**src/hw/rtl/nlc_pkg.sv**
```systemverilog
// Package for the numeric literal classifier.
// Holds the character codes, scan mode and class encodings, and the scan state record.
// No dependencies; imported by every file but nlc_if.
package nlc_pkg;

   localparam int CHAR_W = 8;
   localparam int POS_W  = 2;

   localparam logic [POS_W-1:0] POS_MAX    = 2'd3;
   localparam logic [POS_W-1:0] POS_PREFIX = 2'd1;

   // ASCII codes the scanner recognises
   localparam logic [CHAR_W-1:0] CH_ZERO  = 8'h30;  // '0'
   localparam logic [CHAR_W-1:0] CH_ONE   = 8'h31;  // '1'
   localparam logic [CHAR_W-1:0] CH_SEVEN = 8'h37;  // '7'
   localparam logic [CHAR_W-1:0] CH_NINE  = 8'h39;  // '9'
   localparam logic [CHAR_W-1:0] CH_UP_A  = 8'h41;  // 'A'
   localparam logic [CHAR_W-1:0] CH_UP_E  = 8'h45;  // 'E'
   localparam logic [CHAR_W-1:0] CH_UP_F  = 8'h46;  // 'F'
   localparam logic [CHAR_W-1:0] CH_UP_P  = 8'h50;  // 'P'
   localparam logic [CHAR_W-1:0] CH_LO_B  = 8'h62;  // 'b'
   localparam logic [CHAR_W-1:0] CH_LO_E  = 8'h65;  // 'e'
   localparam logic [CHAR_W-1:0] CH_LO_P  = 8'h70;  // 'p'
   localparam logic [CHAR_W-1:0] CH_LO_X  = 8'h78;  // 'x'
   localparam logic [CHAR_W-1:0] CH_DOT   = 8'h2E;  // '.'
   localparam logic [CHAR_W-1:0] CH_PLUS  = 8'h2B;  // '+'
   localparam logic [CHAR_W-1:0] CH_MINUS = 8'h2D;  // '-'
   localparam logic [CHAR_W-1:0] CH_UNDER = 8'h5F;  // '_'

   // Scan mode, one-hot
   typedef enum logic [5:0] {
      MODE_START = 6'b000001,
      MODE_ZERO  = 6'b000010,
      MODE_DEC   = 6'b000100,
      MODE_HEX   = 6'b001000,
      MODE_BIN   = 6'b010000,
      MODE_OCT   = 6'b100000
   } mode_type;

   // Literal class reported at the end of a word
   typedef enum logic [2:0] {
      CLASS_INVALID    = 3'd0,
      CLASS_INT        = 3'd1,
      CLASS_DOUBLE     = 3'd2,
      CLASS_HEX_INT    = 3'd3,
      CLASS_HEX_DOUBLE = 3'd4,
      CLASS_BINARY     = 3'd5,
      CLASS_OCTAL      = 3'd6
   } class_type;

   // Per-word scan state
   typedef struct packed {
      logic [POS_W-1:0]  position;
      mode_type          mode;
      logic [CHAR_W-1:0] prev_char;
      logic              exp_seen;
      logic              dot_seen;
      logic              sign_ok;
      logic              rejected;
   } scan_state_type;

   localparam scan_state_type SCAN_RESET = '{
      position:  '0,
      mode:      MODE_START,
      prev_char: '0,
      exp_seen:  1'b0,
      dot_seen:  1'b0,
      sign_ok:   1'b0,
      rejected:  1'b0
   };

endpackage

```
**src/hw/rtl/nlc_if.sv**
```systemverilog
// Valid/ready channel interfaces for the numeric literal classifier.
// nlc_req_if carries one character per transaction, nlc_rsp_if one literal class.
// Depends on nothing; widths match nlc_pkg.
interface nlc_req_if;
   logic       valid;
   logic       ready;
   logic [7:0] char_code;
   logic       last_char;

   modport source (output valid, output char_code, output last_char, input ready);
   modport sink   (input valid, input char_code, input last_char, output ready);
endinterface

interface nlc_rsp_if;
   logic       valid;
   logic       ready;
   logic [2:0] literal_class;

   modport source (output valid, output literal_class, input ready);
   modport sink   (input valid, input literal_class, output ready);
endinterface

```
**src/hw/rtl/nlc_scan.sv**
```systemverilog
// Combinational character step of the numeric literal classifier.
// Takes the scan state and one character, gives the next state and the word's class.
// Depends on nlc_pkg.
module nlc_scan
   import nlc_pkg::*;
(
   input  scan_state_type    state,
   input  logic [CHAR_W-1:0] char_code,
   input  logic              last_char,
   output scan_state_type    state_next,
   output class_type         lit_class
);

   function automatic logic is_digit(input logic [CHAR_W-1:0] c);
      return (c >= CH_ZERO) && (c <= CH_NINE);
   endfunction

   function automatic logic is_octal(input logic [CHAR_W-1:0] c);
      return (c >= CH_ZERO) && (c <= CH_SEVEN);
   endfunction

   function automatic logic is_sign(input logic [CHAR_W-1:0] c);
      return (c == CH_PLUS) || (c == CH_MINUS);
   endfunction

   // Decimal body: underscore skip, sign window, exponent, dot, digits
   function automatic scan_state_type take_decimal(input scan_state_type s,
                                                   input logic [CHAR_W-1:0] c);
      scan_state_type r;
      r = s;
      if (c == CH_UNDER) begin
         r = s;
      end else if (s.sign_ok && is_sign(c)) begin
         r.sign_ok = 1'b0;
      end else begin
         r.sign_ok = 1'b0;
         if (c == CH_LO_E || c == CH_UP_E) begin
            if (s.exp_seen || s.prev_char == CH_DOT) begin
               r.rejected = 1'b1;
            end else begin
               r.sign_ok  = 1'b1;
               r.dot_seen = 1'b1;
               r.exp_seen = 1'b1;
            end
         end else if (c == CH_DOT) begin
            if (s.dot_seen || s.exp_seen) r.rejected = 1'b1;
            else r.dot_seen = 1'b1;
         end else if (!is_digit(c)) begin
            r.rejected = 1'b1;
         end
      end
      return r;
   endfunction

   // Hex body: sign window, p/P exponent, one dot, upper-case hex digits
   function automatic scan_state_type take_hex(input scan_state_type s,
                                               input logic [CHAR_W-1:0] c);
      scan_state_type r;
      logic past_prefix;
      r = s;
      past_prefix = (s.position == POS_MAX);
      if (s.sign_ok && is_sign(c)) begin
         r.sign_ok = 1'b0;
      end else begin
         r.sign_ok = 1'b0;
         if (past_prefix && (c == CH_LO_P || c == CH_UP_P) && !s.exp_seen &&
             s.prev_char != CH_DOT) begin
            r.exp_seen = 1'b1;
            r.dot_seen = 1'b1;
            r.sign_ok  = 1'b1;
         end else if (past_prefix && c == CH_DOT && !s.dot_seen) begin
            r.dot_seen = 1'b1;
         end else if (c != CH_UNDER && !(c >= CH_UP_A && c <= CH_UP_F) && !is_digit(c)) begin
            r.rejected = 1'b1;
         end
      end
      return r;
   endfunction

   scan_state_type taken;

   // Apply the character to the state unless the word is already rejected
   always_comb begin
      taken = state;
      if (!state.rejected) begin
         case (state.mode)
            MODE_START: begin
               if (!is_digit(char_code)) taken.rejected = 1'b1;
               else if (char_code == CH_ZERO) taken.mode = MODE_ZERO;
               else taken.mode = MODE_DEC;
            end
            MODE_ZERO: begin
               if (char_code == CH_DOT) begin
                  taken.mode     = MODE_DEC;
                  taken.dot_seen = 1'b1;
                  taken.sign_ok  = 1'b0;
               end else if (char_code == CH_LO_X) begin
                  taken.mode = MODE_HEX;
               end else if (char_code == CH_LO_B) begin
                  taken.mode = MODE_BIN;
               end else begin
                  taken.mode = MODE_OCT;
                  if (char_code != CH_UNDER && !is_octal(char_code)) taken.rejected = 1'b1;
               end
            end
            MODE_DEC: taken = take_decimal(state, char_code);
            MODE_HEX: taken = take_hex(state, char_code);
            MODE_BIN: begin
               if (char_code != CH_UNDER && char_code != CH_ZERO && char_code != CH_ONE)
                  taken.rejected = 1'b1;
            end
            MODE_OCT: begin
               if (char_code != CH_UNDER && !is_octal(char_code)) taken.rejected = 1'b1;
            end
            default: taken.rejected = 1'b1;
         endcase
      end
   end

   // Classify the word as it stands after this character
   always_comb begin
      lit_class = CLASS_INVALID;
      if (!taken.rejected) begin
         case (taken.mode)
            MODE_ZERO: lit_class = CLASS_INT;
            MODE_DEC: begin
               if (!is_digit(char_code) && char_code != CH_UNDER) lit_class = CLASS_INVALID;
               else if (taken.dot_seen) lit_class = CLASS_DOUBLE;
               else lit_class = CLASS_INT;
            end
            MODE_HEX: begin
               if (state.position == POS_PREFIX) lit_class = CLASS_INVALID;
               else if (taken.dot_seen && !taken.exp_seen) lit_class = CLASS_INVALID;
               else if (taken.dot_seen) lit_class = CLASS_HEX_DOUBLE;
               else lit_class = CLASS_HEX_INT;
            end
            MODE_BIN: begin
               if (state.position == POS_PREFIX) lit_class = CLASS_INVALID;
               else lit_class = CLASS_BINARY;
            end
            MODE_OCT: lit_class = CLASS_OCTAL;
            default:  lit_class = CLASS_INVALID;
         endcase
      end
   end

   // Clear on the final character, otherwise record it and advance the position
   always_comb begin
      if (last_char) begin
         state_next = SCAN_RESET;
      end else begin
         state_next           = taken;
         state_next.prev_char = char_code;
         state_next.position  = (state.position == POS_MAX) ? POS_MAX
                                                              : state.position + POS_PREFIX;
      end
   end

endmodule

```
**src/hw/rtl/nlc_rsp_reg.sv**
```systemverilog
// Result register of the numeric literal classifier.
// Holds one literal class until the receiver takes it; reports when it can load.
// Depends on nlc_pkg and nlc_if.
module nlc_rsp_reg
   import nlc_pkg::*;
(
   input  logic              clock,
   input  logic              reset,
   input  logic              load,
   input  class_type         lit_class,
   output logic              can_load,
   nlc_rsp_if.source         rsp_if
);

   logic      valid_ff, valid_in;
   class_type class_ff, class_in;

   // Free when empty or when the held transaction leaves this cycle
   assign can_load = !valid_ff || rsp_if.ready;

   // Load a new class, drop a taken one, hold otherwise
   always_comb begin
      valid_in = valid_ff;
      class_in = class_ff;
      if (load) begin
         valid_in = 1'b1;
         class_in = lit_class;
      end else if (rsp_if.ready) begin
         valid_in = 1'b0;
      end
   end

   always_ff @(posedge clock) begin
      if (reset) valid_ff <= 1'b0;
      else valid_ff <= valid_in;
   end

   always_ff @(posedge clock) begin
      class_ff <= class_in;
   end

   assign rsp_if.valid         = valid_ff;
   assign rsp_if.literal_class = class_ff;

endmodule

```
**src/hw/rtl/numeric_literal_classifier_core.sv**
```systemverilog
// Numeric literal classifier, top level.
// Holds the input register, the scan state register and the result register.
// Depends on nlc_pkg, nlc_if, nlc_scan and nlc_rsp_reg.
//
// Usage:
//   req_if carries one character of a word per transaction (char_code), with
//   last_char set on the word's final character. rsp_if carries one literal
//   class per word (0 invalid, 1 int, 2 double, 3 hex int, 4 hex double,
//   5 binary, 6 octal), only for the final character.
//   A character is held in the input register, then the scan logic updates
//   the word state; the class of a final character is loaded into the result
//   register when it has room and is then valid on rsp_if.
//   One character per cycle is taken unless a final character waits for the
//   result register; the state update from the input register is combinational.
//   A stalled rsp_if holds the class; characters that produce no class keep
//   flowing, and a second final character waits in the input register until
//   the result register frees.
//   Synchronous reset empties both registers and clears the word state; no
//   clearing pass is needed, req_if.ready is high once reset clears the input register.
module numeric_literal_classifier_core
   import nlc_pkg::*;
(
   input  logic      clock,
   input  logic      reset,
   nlc_req_if.sink   req_if,
   nlc_rsp_if.source rsp_if
);

   logic              in_valid_ff, in_valid_in;
   logic [CHAR_W-1:0] in_char_ff, in_char_in;
   logic              in_last_ff, in_last_in;
   scan_state_type    state_ff, state_in, state_next;
   class_type         lit_class;
   logic              rsp_can_load;
   logic              advance;
   logic              req_accept;

   // Move the held character through the scan; a final character waits for room in the result
   assign advance    = in_valid_ff && (!in_last_ff || rsp_can_load);
   assign req_if.ready = !in_valid_ff || advance;
   assign req_accept = req_if.valid && req_if.ready;

   // Input register: load on a transaction, hold while stalled
   always_comb begin
      in_valid_in = in_valid_ff && !advance;
      in_char_in  = in_char_ff;
      in_last_in  = in_last_ff;
      if (req_accept) begin
         in_valid_in = 1'b1;
         in_char_in  = req_if.char_code;
         in_last_in  = req_if.last_char;
      end
   end

   always_ff @(posedge clock) begin
      if (reset) in_valid_ff <= 1'b0;
      else in_valid_ff <= in_valid_in;
   end

   always_ff @(posedge clock) begin
      in_char_ff <= in_char_in;
      in_last_ff <= in_last_in;
   end

   nlc_scan u_scan (
      .state      (state_ff),
      .char_code  (in_char_ff),
      .last_char  (in_last_ff),
      .state_next (state_next),
      .lit_class  (lit_class)
   );

   // Scan state: advance with each processed character
   assign state_in = advance ? state_next : state_ff;

   always_ff @(posedge clock) begin
      if (reset) state_ff <= SCAN_RESET;
      else state_ff <= state_in;
   end

   nlc_rsp_reg u_rsp_reg (
      .clock     (clock),
      .reset     (reset),
      .load      (advance && in_last_ff),
      .lit_class (lit_class),
      .can_load  (rsp_can_load),
      .rsp_if    (rsp_if)
   );

`ifndef NO_ASSERTIONS
   // A processed final character always produces a result
   assert property (@(posedge clock) disable iff (reset)
      advance && in_last_ff |=> rsp_if.valid)
      else $error("final character processed without a result");

   // The word state is cleared after a final character
   assert property (@(posedge clock) disable iff (reset)
      advance && in_last_ff |=> state_ff.position == '0 && !state_ff.rejected &&
                                state_ff.mode == MODE_START)
      else $error("word state not cleared after final character");

   // A held character is never overwritten before it is processed
   assert property (@(posedge clock) disable iff (reset)
      in_valid_ff && !advance |=> in_valid_ff && $stable(in_char_ff) && $stable(in_last_ff))
      else $error("input register overwritten while stalled");

   // Position saturates within a word
   assert property (@(posedge clock) disable iff (reset)
      advance && !in_last_ff && state_ff.position == POS_MAX |=> state_ff.position == POS_MAX)
      else $error("position did not saturate");

   // A rejected word stays rejected until its final character
   assert property (@(posedge clock) disable iff (reset)
      state_ff.rejected && !(advance && in_last_ff) |=> state_ff.rejected)
      else $error("rejected word recovered");
`endif

endmodule

```
**src/flat_wrapper.sv**
```systemverilog
// flat-port wrapper written by rule: the top's interface ports become plain ports
module numeric_literal_classifier_core_flat import nlc_pkg::*;
  (clock, reset, req_if_valid, req_if_char_code, req_if_last_char, req_if_ready, rsp_if_valid, rsp_if_literal_class, rsp_if_ready);
  nlc_req_if req_if_i ();
  nlc_rsp_if rsp_if_i ();
  input  logic clock;
  input  logic reset;
  input wire logic [$bits(req_if_i.valid)-1:0] req_if_valid;
  input wire logic [$bits(req_if_i.char_code)-1:0] req_if_char_code;
  input wire logic [$bits(req_if_i.last_char)-1:0] req_if_last_char;
  output wire logic [$bits(req_if_i.ready)-1:0] req_if_ready;
  output wire logic [$bits(rsp_if_i.valid)-1:0] rsp_if_valid;
  output wire logic [$bits(rsp_if_i.literal_class)-1:0] rsp_if_literal_class;
  input wire logic [$bits(rsp_if_i.ready)-1:0] rsp_if_ready;
  assign req_if_i.valid = req_if_valid;
  assign req_if_i.char_code = req_if_char_code;
  assign req_if_i.last_char = req_if_last_char;
  assign req_if_ready = req_if_i.ready;
  assign rsp_if_valid = rsp_if_i.valid;
  assign rsp_if_literal_class = rsp_if_i.literal_class;
  assign rsp_if_i.ready = rsp_if_ready;
  numeric_literal_classifier_core u_core (.clock(clock), .reset(reset), .req_if(req_if_i), .rsp_if(rsp_if_i));
endmodule
```
**config.mk**
```make
export PLATFORM = sky130hd
export DESIGN_NAME = numeric_literal_classifier_core_flat
export DESIGN_NICKNAME = d
export VERILOG_FILES = /design/src/hw/rtl/nlc_pkg.sv /design/src/hw/rtl/nlc_if.sv /design/src/hw/rtl/nlc_scan.sv /design/src/hw/rtl/nlc_rsp_reg.sv /design/src/hw/rtl/numeric_literal_classifier_core.sv /design/src/flat_wrapper.sv
export SDC_FILE = /design/constraint.sdc
export NUM_CORES = 1
export LEC_CHECK = 0
export BUFFER_PORTS_ARGS = -buffer_cell sky130_fd_sc_hd__buf_2
export CORE_MARGIN = 2
export CORE_UTILIZATION = 50
export CTS_BUF_LIST = sky130_fd_sc_hd__clkbuf_16
export CTS_CLUSTER_DIAMETER = 60
export DETAILED_ROUTE_END_ITERATION = 10
export PLACE_DENSITY_LB_ADDON = 0.3
export SKIP_CTS_REPAIR_TIMING = 1
export SLEW_MARGIN = 20
export SYNTH_ARGS = -nofsm -noshare
export SYNTH_HDL_FRONTEND = slang
export SYNTH_SLANG_ARGS = --single-unit
```
**constraint.sdc**
```tcl
create_clock -name clock -period 7.1 [get_ports clock]
set_input_delay 0.71 -clock clock [delete_from_list [all_inputs] [get_ports clock]]
set_output_delay 0.71 -clock clock [all_outputs]
set_load 0.05 [all_outputs]
```
After elaboration in Yosys (flattened, before gate mapping):

Index checks and enable logic that the tools add are counted.

* $add $sub $neg: 1
* order comparisons: 5
* eq/ne operators: 32
* muxes and demuxes: 53
* reduce and logical (&&, ||, !) cells: 41

Operators by type and width (number)
* == test 8 x 7 -> 1 bit (second input constant): 7
* == test 8 x 6 -> 1 bit (second input constant): 5
* 2-to-1 mux 1 bit: 29
* 2-to-1 mux 6 bit: 4
* inequality test 8 x 6 -> 1 bit (second input constant): 3
* logical AND 1 bit: 20
* 2-to-1 mux 20 bit: 1
* 2-to-1 mux 18 bit: 1
* 2-to-1 mux 3 bit: 6
* less-or-equal comparator 8 x 6 -> 1 bit (second input constant): 2
* case mux 3 bit (5 select lines): 1
* == test 6 x 2 -> 1 bit (second input constant): 2
* == test 6 x 3 -> 1 bit (second input constant): 2
* == test 6 x 4 -> 1 bit (second input constant): 2
* == test 6 x 5 -> 1 bit (second input constant): 2
* == test 6 bit (second input constant): 2
* 2-to-1 mux 2 bit: 6
* case mux 6 bit (2 select lines): 1
* logical NOT 1 bit: 10
* greater-or-equal comparator 8 x 6 -> 1 bit (second input constant): 1
* greater-or-equal comparator 8 x 7 -> 1 bit (second input constant): 1
* less-or-equal comparator 8 x 7 -> 1 bit (second input constant): 1
* logical OR 1 bit: 8
* inequality test 8 x 7 -> 1 bit (second input constant): 1
* 13 further kinds: 14

* flip-flop bits (word level): 34
* input port bits: 13
* output and inout port bits: 5

Depth between registers and ports, before layout:

Gate-level depths: netlist (run 1).

* depth in word-level cells: 16
* gate-level depth with buffers: 8
* depth with buffers taken out: 7

Hierarchy:

A second synthesis (run 1) with hierarchy kept.

* cell total of the unflattened synthesis: 270
* area total of the unflattened synthesis: 2331.0 um^2

By module, submodules not included
* numeric_literal_classifier_core: instances 1, cells an instance 103, area each 1231.2 um^2, sequential area each 690.7 um^2
* nlc_scan: instances 1, cells an instance 160, area each 963.4 um^2, sequential area each 0.0 um^2
* nlc_rsp_reg: instances 1, cells an instance 7, area each 136.4 um^2, sequential area each 110.1 um^2

Worst setup path after synthesis (run 1):

No wires, ideal clock.

* path type: reg2reg
* start point: reg u_core.state_ff[14] (netlist name)
* end point: reg u_core.u_rsp_reg.class_ff[0] (netlist: u_core.u_rsp_reg.rsp_if.literal_class[0]) (data pin)
* data arrival time: 2170 ps
* path slack: 4670 ps
* cell stages (with the launch flop): 9
* cells stage by stage: dfxtp_1 -> buf_6 -> or4_4 -> nor4b_2 -> or3b_1 -> nand4b_1 -> nor4_1 -> o21ai_0 -> a21oi_1

* longest elaborated chain between the ends: 8

Ends and longest elaborated chain
* from (decl): line numeric_literal_classifier_core.sv:32 `scan_state_type state_ff, state_in, state_next;`
* from (signal assigned): line numeric_literal_classifier_core.sv:78 `else state_ff <= state_in;`
* == test 6 x 4 -> 1 bit / == test 6 x 3 -> 1 bit (equally long branches): line nlc_scan.sv:86 `case (state.mode)`
* case mux 1 bit (2 select lines): line nlc_scan.sv:86
* 2-to-1 mux 18 bit (*): line nlc_scan.sv:85 `if (!state.rejected) begin`
* logical NOT 1 bit: line nlc_scan.sv:133 `else if (taken.dot_seen && !taken.exp_seen) lit_class = CLASS_INVALID;`
* logical AND 1 bit: line nlc_scan.sv:133
* 2-to-1 mux 3 bit: line nlc_scan.sv:133
* 2-to-1 mux 3 bit: line nlc_scan.sv:132 `if (state.position == POS_PREFIX) lit_class = CLASS_INVALID;`
* case mux 3 bit (5 select lines): line nlc_scan.sv:124 `case (taken.mode)`
* to (signal assigned): line nlc_rsp_reg.sv:39 `class_ff <= class_in;`
* to (decl): line nlc_rsp_reg.sv:16 `class_type class_ff, class_in;`

Mark *: on every way between the ends. The rest lies on a longest branch, timed or not. The select of a mux whose other input is x is not followed.
A chain may end at the register's enable or synchronous reset.

Worst setup path in the final report (run 1):

* start point: reg u_core.in_char_ff[2]
* end point: reg u_core.u_rsp_reg.class_ff[2] (netlist: u_core.u_rsp_reg.rsp_if.literal_class[2]) (data pin)

* longest elaborated chain between the ends: 14

Ends and longest elaborated chain
* from (decl): line numeric_literal_classifier_core.sv:30 `logic [CHAR_W-1:0] in_char_ff, in_char_in;`
* from (signal assigned): line numeric_literal_classifier_core.sv:61 `in_char_ff <= in_char_in;`
* branches (longest 8 deep; another with greater-or-equal comparator 8 x 7 -> 1 bit)
* 2-to-1 mux 18 bit (*): line nlc_scan.sv:85
* logical NOT 1 bit: line nlc_scan.sv:133
* logical AND 1 bit: line nlc_scan.sv:133
* 2-to-1 mux 3 bit: line nlc_scan.sv:133
* 2-to-1 mux 3 bit: line nlc_scan.sv:132
* case mux 3 bit (5 select lines): line nlc_scan.sv:124

Mark *: on every way between the ends. The select of a mux whose other input is x is not followed.

==> results.json, run 1 <==
{
  "grt_usage_pct": 22.4,
  "worstSetupEndpointType": "register",
  "antenna_found_initial": 0,
  "synth_edf_count": 12,
  "finalClockSkew_ns": 0.00494,
  "tns_ns": 0,
  "syn_area_per_cell_um2": 8.57,
  "p_int_uw": 347,
  "hold_class": "register to register",
  "cp_common_cell": "or3b_1",
  "min_to": "u_core.state_ff[4]",
  "syn-cell-area_um2": 2060,
  "worst-slew-pin-transition_ns": 0.918,
  "layout-drive-gt1-share_pct": 13.2,
  "clock_latency_ns": 0.28,
  "period_share_pct": 41.1,
  "min_from": "u_core.state_ff[4]",
  "p_per_area_nw_per_um2": 199,
  "gp_congestion": 0.937,
  "rrSetupSlack_ns": 4.18,
  "dpl-instance-area_um2": 2130,
  "syn_nets": 254,
  "cp_slowest_cell": "nor4b_1",
  "vdd_drop_max_mv": 0.172,
  "hpwl_um": 3390,
  "rsz0062_at_grt": "no",
  "vias": 1847,
  "ff_latch_area_um2": 801,
  "worstPathArrival_ns": 3.06,
  "first_pass_iters": 5,
  "grt_max_degree": 19,
  "max-slew-margin-rel_pct": 38.5,
  "max_stage_delay_ns": 0.62,
  "power_frac_seq_pct": 48.5,
  "multiInputGateArea_um2": 1160,
  "worst-path-max-fanout": 16,
  "max_cap_violations": 0,
  "grt_pass1_wl_um": 7550,
  "core_area_um2": 4000,
  "synth_top_area_share_pct": 21.3,
  "final-hold-violation-count": 0,
  "outcome": "finished, final reports clean",
  "leakagePower_uw": 0.000792,
  "start_kind": "register",
  "final_cell_area_um2": 2270,
  "synthFlopType": "dfxtp_1",
  "synth_cells": 241,
  "synth_area_leaders": "dfxtp_1, edfxtp_1, a21oi_1, nor2_1, nand3b_1",
  "cts_tree": "done",
  "yosysUniqueCellTypes": 57,
  "crit_start": "u_core.in_char_ff[2]",
  "p_sw_uw": 104,
  "wirelength_um": 4720,
  "overflow": 0,
  "initial_utilization_pct": 51.6,
  "h-tree-depth": 2,
  "nets": 262,
  "via_per_inst": 6.16,
  "crit_type": "register to register",
  "setup_viol": 0,
  "antennaDiodeCount": 0,
  "ant_nets": 0,
  "cts_sinks": 34,
  "root_buffer": "clkbuf_16",
  "io_pins": 18,
  "area_growth_syn_to_layout_pct": 10.0,
  "worstPathCellList": "nor4b_1, and3b_1, or3b_1, nand4b_1, nor4_1, or3b_1, a21oi_2",
  "yosysWarnings": 0,
  "combPwrFrac_pct": 6.1,
  "io_buffers": 17,
  "max_freq_mhz": 343,
  "grt_pass1_vias": 1557,
  "yosysTopAreaCell": "dfxtp_1",
  "ff2ff_path_depth": 7,
  "drt_iter0_drc": 264,
  "min_path_cells": 2,
  "swShare_pct": 23.1,
  "cts.path.max_buffers": 2,
  "clock_power_share_pct": 45.4,
  "ys_ff_latch": 34,
  "drcViolationCount": 0,
  "rows": 23,
  "utilization_pct": 56.8,
  "cts-buffers-inserted": 5,
  "ys_seq_area_share_pct": 38.8,
  "cp.required_ns": 7.24,
  "clk_pin_slew_ns": 0.05,
  "dp.cells": 292,
  "nFillCells": 350,
  "synthArstFlopShare_pct": 0,
  "drv_slew": 0,
  "min_period_ns": 2.92,
  "fin_cells": 300,
  "wire_per_inst_um": 15.7,
  "dieArea_um2": 4660,
  "reg2reg_to": "u_core.u_rsp_reg.rsp_if.literal_class[2]",
  "die_y_um": 68.3,
  "r2r_start": "u_core.in_char_ff[2]",
  "die_w_um": 68.3
}
logic make-up after synthesis:
kind of cell | Yosys count | synth area share [%]
simple gates | 116 | 34.1
compound gates | 66 | 20.1
flops | 34 | 38.8
buf+inv | 20 | 4.91
xor+xnor | 4 | 1.70
mux | 1 | 0.485
per-stage QoR:
step           total power, uW  hold WS [ns]  setup slack [ns]
6_report                   451         0.450              4.18
5_1_grt                    470         0.464              3.96
4_1_cts                    456         0.454              4.25
3_5_place_dp               250         0.446              4.24
3_3_place_gp               250         0.441              4.33
2_1_floorplan              241         0.427              4.67
power by group through the flow:
stage / Clock (uW) / Sequential [uW] / Combinational (uW)
2_1_floorplan: 0 / 219 / 22.3
3_3_place_gp: 0 / 222 / 27.6
3_5_place_dp: 0 / 222 / 27.5
4_1_cts: 210 / 218 / 27.6
5_1_grt: 219 / 220 / 30.5
6_report: 205 / 219 / 27.7
sequential cells by signal (all words and copies together) (netlist names):
name	flops
u_core.in_last_ff	1
u_core.in_valid_ff	1
u_core.u_rsp_reg.rsp_if.valid	1
u_core.in_char_ff	8
u_core.u_rsp_reg.rsp_if.literal_class	3
u_core.state_ff	20
synth_stat cells (2+ instances only):
| library cell | n |
|---|---|
| a21o_1 | 2 |
| edfxtp_1 | 12 |
| a211oi_1 | 2 |
| buf_2 | 3 |
| clkbuf_1 | 10 |
| or2_2 | 2 |
| buf_6 | 2 |
| buf_4 | 2 |
| nor2b_1 | 2 |
| a21oi_1 | 23 |
| a31oi_1 | 5 |
| o21ai_0 | 15 |
| nand4_1 | 3 |
| a22oi_1 | 3 |
| and4_1 | 2 |
| nand3b_1 | 10 |
| nand4bb_1 | 2 |
| nand2b_1 | 6 |
| nand2_1 | 19 |
| inv_1 | 3 |
| and2_1 | 2 |
| nor4_1 | 6 |
| and2b_1 | 2 |
| or3b_1 | 2 |
| or4bb_1 | 2 |
| nand4b_1 | 2 |
| or3_1 | 3 |
| o22ai_1 | 3 |
| nor3_1 | 7 |
| nor4b_1 | 5 |
| dfxtp_1 | 22 |
| xor2_1 | 3 |
| o31ai_1 | 2 |
| nand3_1 | 6 |
| nor2_1 | 24 |
worst max-delay path by stage:
stage | to | slack [ns] | depth (start not counted)
finish | u_core.u_rsp_reg.rsp_if.literal_class[2] | 4.18 | 7
global placement | u_core.u_rsp_reg.rsp_if.literal_class[2] | 4.33 | 7
detailed placement | u_core.u_rsp_reg.rsp_if.literal_class[2] | 4.24 | 7
CTS | u_core.u_rsp_reg.rsp_if.literal_class[2] | 4.25 | 7
floorplan | u_core.u_rsp_reg.rsp_if.literal_class[0] | 4.67 | 8
global route | u_core.u_rsp_reg.rsp_if.literal_class[2] | 3.96 | 7
worst max-delay path, delay by kind of cell (launching register included):
family             cells  cell delay [ns]
and+or+nand+nor        6             2.07
AOI/OAI and AO/OA      1             0.11
DFF                    1             0.59
cell usage in the layout (no fill, tap or decap), types with 2 or more instances in the layout:
master,instances
nor2_1,24
a31oi_1,5
and2b_1,2
edfxtp_1,12
or3_1,3
a22oi_1,3
buf_2,17
o31ai_1,2
a211oi_1,2
nor4_1,6
or4bb_1,2
nand4_1,3
nor4b_1,5
nand2_1,19
nand3_1,6
nand4b_1,2
a21o_1,2
or3b_1,2
inv_1,3
or2_2,2
and4_1,2
o22ai_1,3
and2_1,2
dfxtp_1,22
nand2b_1,6
a21oi_1,23
nand4bb_1,2
xor2_1,3
o21ai_0,15
nor3_1,7
clkbuf_16,5
nor2b_1,2
nand3b_1,10
routing by layer:
| metal | global-route usage, % | vias up | part of all wire (%) |
|---|---|---|---|
| met2 | 36.2 | 64 | 46 |
| met5 | 0 | - | 0 |
| li1 | - | 918 | - |
| met1 | 28.3 | 856 | 46 |
| met4 | 7.50 | 0 | 1.7 |
| met3 | 7.07 | 9 | 6.0 |
cell type report:
cell class | count | area share [%]
Tap cell | 50 | 2.75
Multi-Input combinational cell | 187 | 51.2
Timing Repair Buffer | 18 | 4.08
Inverter | 3 | 0.496
Clock buffer | 5 | 5.51
Sequential cell | 34 | 35.3
Clock inverter | 3 | 0.716
Note: power is estimated with default switching activity, not from simulation.
==> inputs of run 2 (changes only) <==
clock period = 2.4 ns   (was 7.1 ns; I/O delays follow)
==> run 2 against run 1 <==
Cell area rose by 28%. The run now ends with negative setup slack left. Hold slack got worse by 0.32 ns. Cell count rose by 19%. Register-to-register slack got worse by 4.3 ns. Maximum frequency rose by 18%. Critical path type unchanged. Die area did not move. Via count rose by 20%. Highest routed layer unchanged.
==> results.json, run 2 (same netlist as run 1, synthesis figures left out) <==
{
  "clock_latency_ns": 0.28,
  "drcViolationCount": 0,
  "antenna_found_initial": 0,
  "ff_latch_area_um2": 803,
  "tns_ns": -0.162,
  "worst-path-max-fanout": 4,
  "worst-slew-pin-transition_ns": 0.897,
  "violations": "negative setup slack",
  "first_pass_iters": 5,
  "min_period_ns": 2.47,
  "h-tree-depth": 2,
  "grt_pass1_vias": 1926,
  "largest_reg_flops": 20,
  "max-slew-margin-rel_pct": 39.9,
  "drv_slew": 0,
  "root_buffer": "clkbuf_16",
  "max_cap_violations": 0,
  "nFillCells": 286,
  "cts-buffers-inserted": 5,
  "cp.required_ns": 2.54,
  "layout_commonest_cell": "buf_4",
  "worstPathCellList": "or4bb_4, nor2_4, or3b_1, nand4b_1, buf_4, a2111oi_4, mux2i_1, a21oi_2",
  "p_per_area_nw_per_um2": 492,
  "multiInputGateArea_um2": 1370,
  "io_pins": 18,
  "min_path_cells": 1,
  "drt_iter0_drc": 151,
  "hpwl_um": 4210,
  "initial_utilization_pct": 51.6,
  "grt_usage_pct": 27.0,
  "io_buffers": 17,
  "layout-drive-gt1-share_pct": 38.8,
  "timing.final.ws_setup_ns": -0.0725,
  "vias": 2221,
  "ff2ff_path_depth": 8,
  "area_growth_syn_to_layout_pct": 40.8,
  "max_freq_mhz": 404,
  "dieArea_um2": 4660,
  "grt_max_degree": 19,
  "cts_tree": "done",
  "core_area_um2": 4000,
  "finalClockSkew_ns": 0.00637,
  "worstSetupEndpointType": "register",
  "max_flop_register": "u_core.state_ff",
  "cts_sinks": 34,
  "final_cell_mix": "buf_4, nor2_1, dfxtp_1",
  "start_kind": "register",
  "hold_class": "input port to register",
  "wirelength_um": 6440,
  "overflow": 0,
  "worstPathArrival_ns": 2.61,
  "leakagePower_uw": 0.00113,
  "gp_congestion": 0.935,
  "ant_nets": 0,
  "via_per_inst": 6.22,
  "grt_pass1_wl_um": 9140,
  "outcome": "finished with violations",
  "final-hold-violation-count": 0,
  "period_share_pct": 103,
  "vdd_drop_max_mv": 0.447,
  "hold-worst-slack_ns": 0.129,
  "cp_slowest_cell": "or4bb_4",
  "crit_type": "register to register",
  "die_y_um": 68.3,
  "wire_per_inst_um": 18.0,
  "antennaDiodeCount": 0,
  "setup_viol": 5,
  "max_stage_delay_ns": 0.61,
  "clk_pin_slew_ns": 0.06,
  "nets": 319,
  "rsz0062_at_grt": "yes",
  "rows": 23,
  "die_w_um": 68.3,
  "cts.path.max_buffers": 2
}
run 2: changes by cell type in the layout (fill, tap and decap cells not counted), sizes merged:
cell / delta
buf: +57
inv: +1
clkinvlp: -1
run 2: metal layers:
metal	vias up	global-route usage (%)	part of all wire [%]
met1	1057	32.6	40
met3	23	5.26	5.4
met4	0	12.3	3.3
li1	1037	-	-
met2	104	46.1	51
met5	-	0	0
run 2: power by group:
group	switching, uW	leakage [uW]	total, uW	internal, uW
clock	253	0.0000716	632	379
sequential	18.7	0.000294	635	616
combinational	88.4	0.000762	162	73.6
total	360	0.00113	1430	1070
run 2: final timing paths:
path | startpoint | end | slack [ns]
setup / recovery | u_core.in_char_ff[4] | u_core.u_rsp_reg.rsp_if.literal_class[1] | -0.07
hold / removal | req_if_last_char | u_core.in_last_ff | 0.13
setup reg to reg | u_core.in_char_ff[4] | u_core.u_rsp_reg.rsp_if.literal_class[1] | -0.07
hold reg to reg | u_core.state_ff[9] | u_core.state_ff[9] | 0.45
run 2: cell type report:
type / instances / share of cell area, %
well taps: 50 / 2.15
repair buffers: 75 / 18.0
inverters: 3 / 0.387
clock buffers: 5 / 4.30
multi-input cells: 187 / 47.0
clock inverters: 3 / 0.517
flip-flops and latches: 34 / 27.6
run 2: per-stage QoR:
stage               area (um^2)  setup slack [ns]  std cells  util, %  total power, uW
floorplan                  2080          -0.00265        241        -              714
CTS                        2640            -0.171        346     65.9             1400
global route               2910            -0.135        357     72.7             1470
global placement           2490           -0.0225        338     62.4              770
finish                     2910           -0.0725        357     72.7             1430
detailed placement         2490            -0.158        338     62.4              772
run 2: worst max-delay path: cells and delay by family (launching register included):
| family | cells | cell delay (ns) |
|---|---|---|
| simple gates | 4 | 1.06 |
| compound gates | 2 | 0.49 |
| flops | 1 | 0.46 |
| buf+inv | 1 | 0.18 |
| mux | 1 | 0.15 |
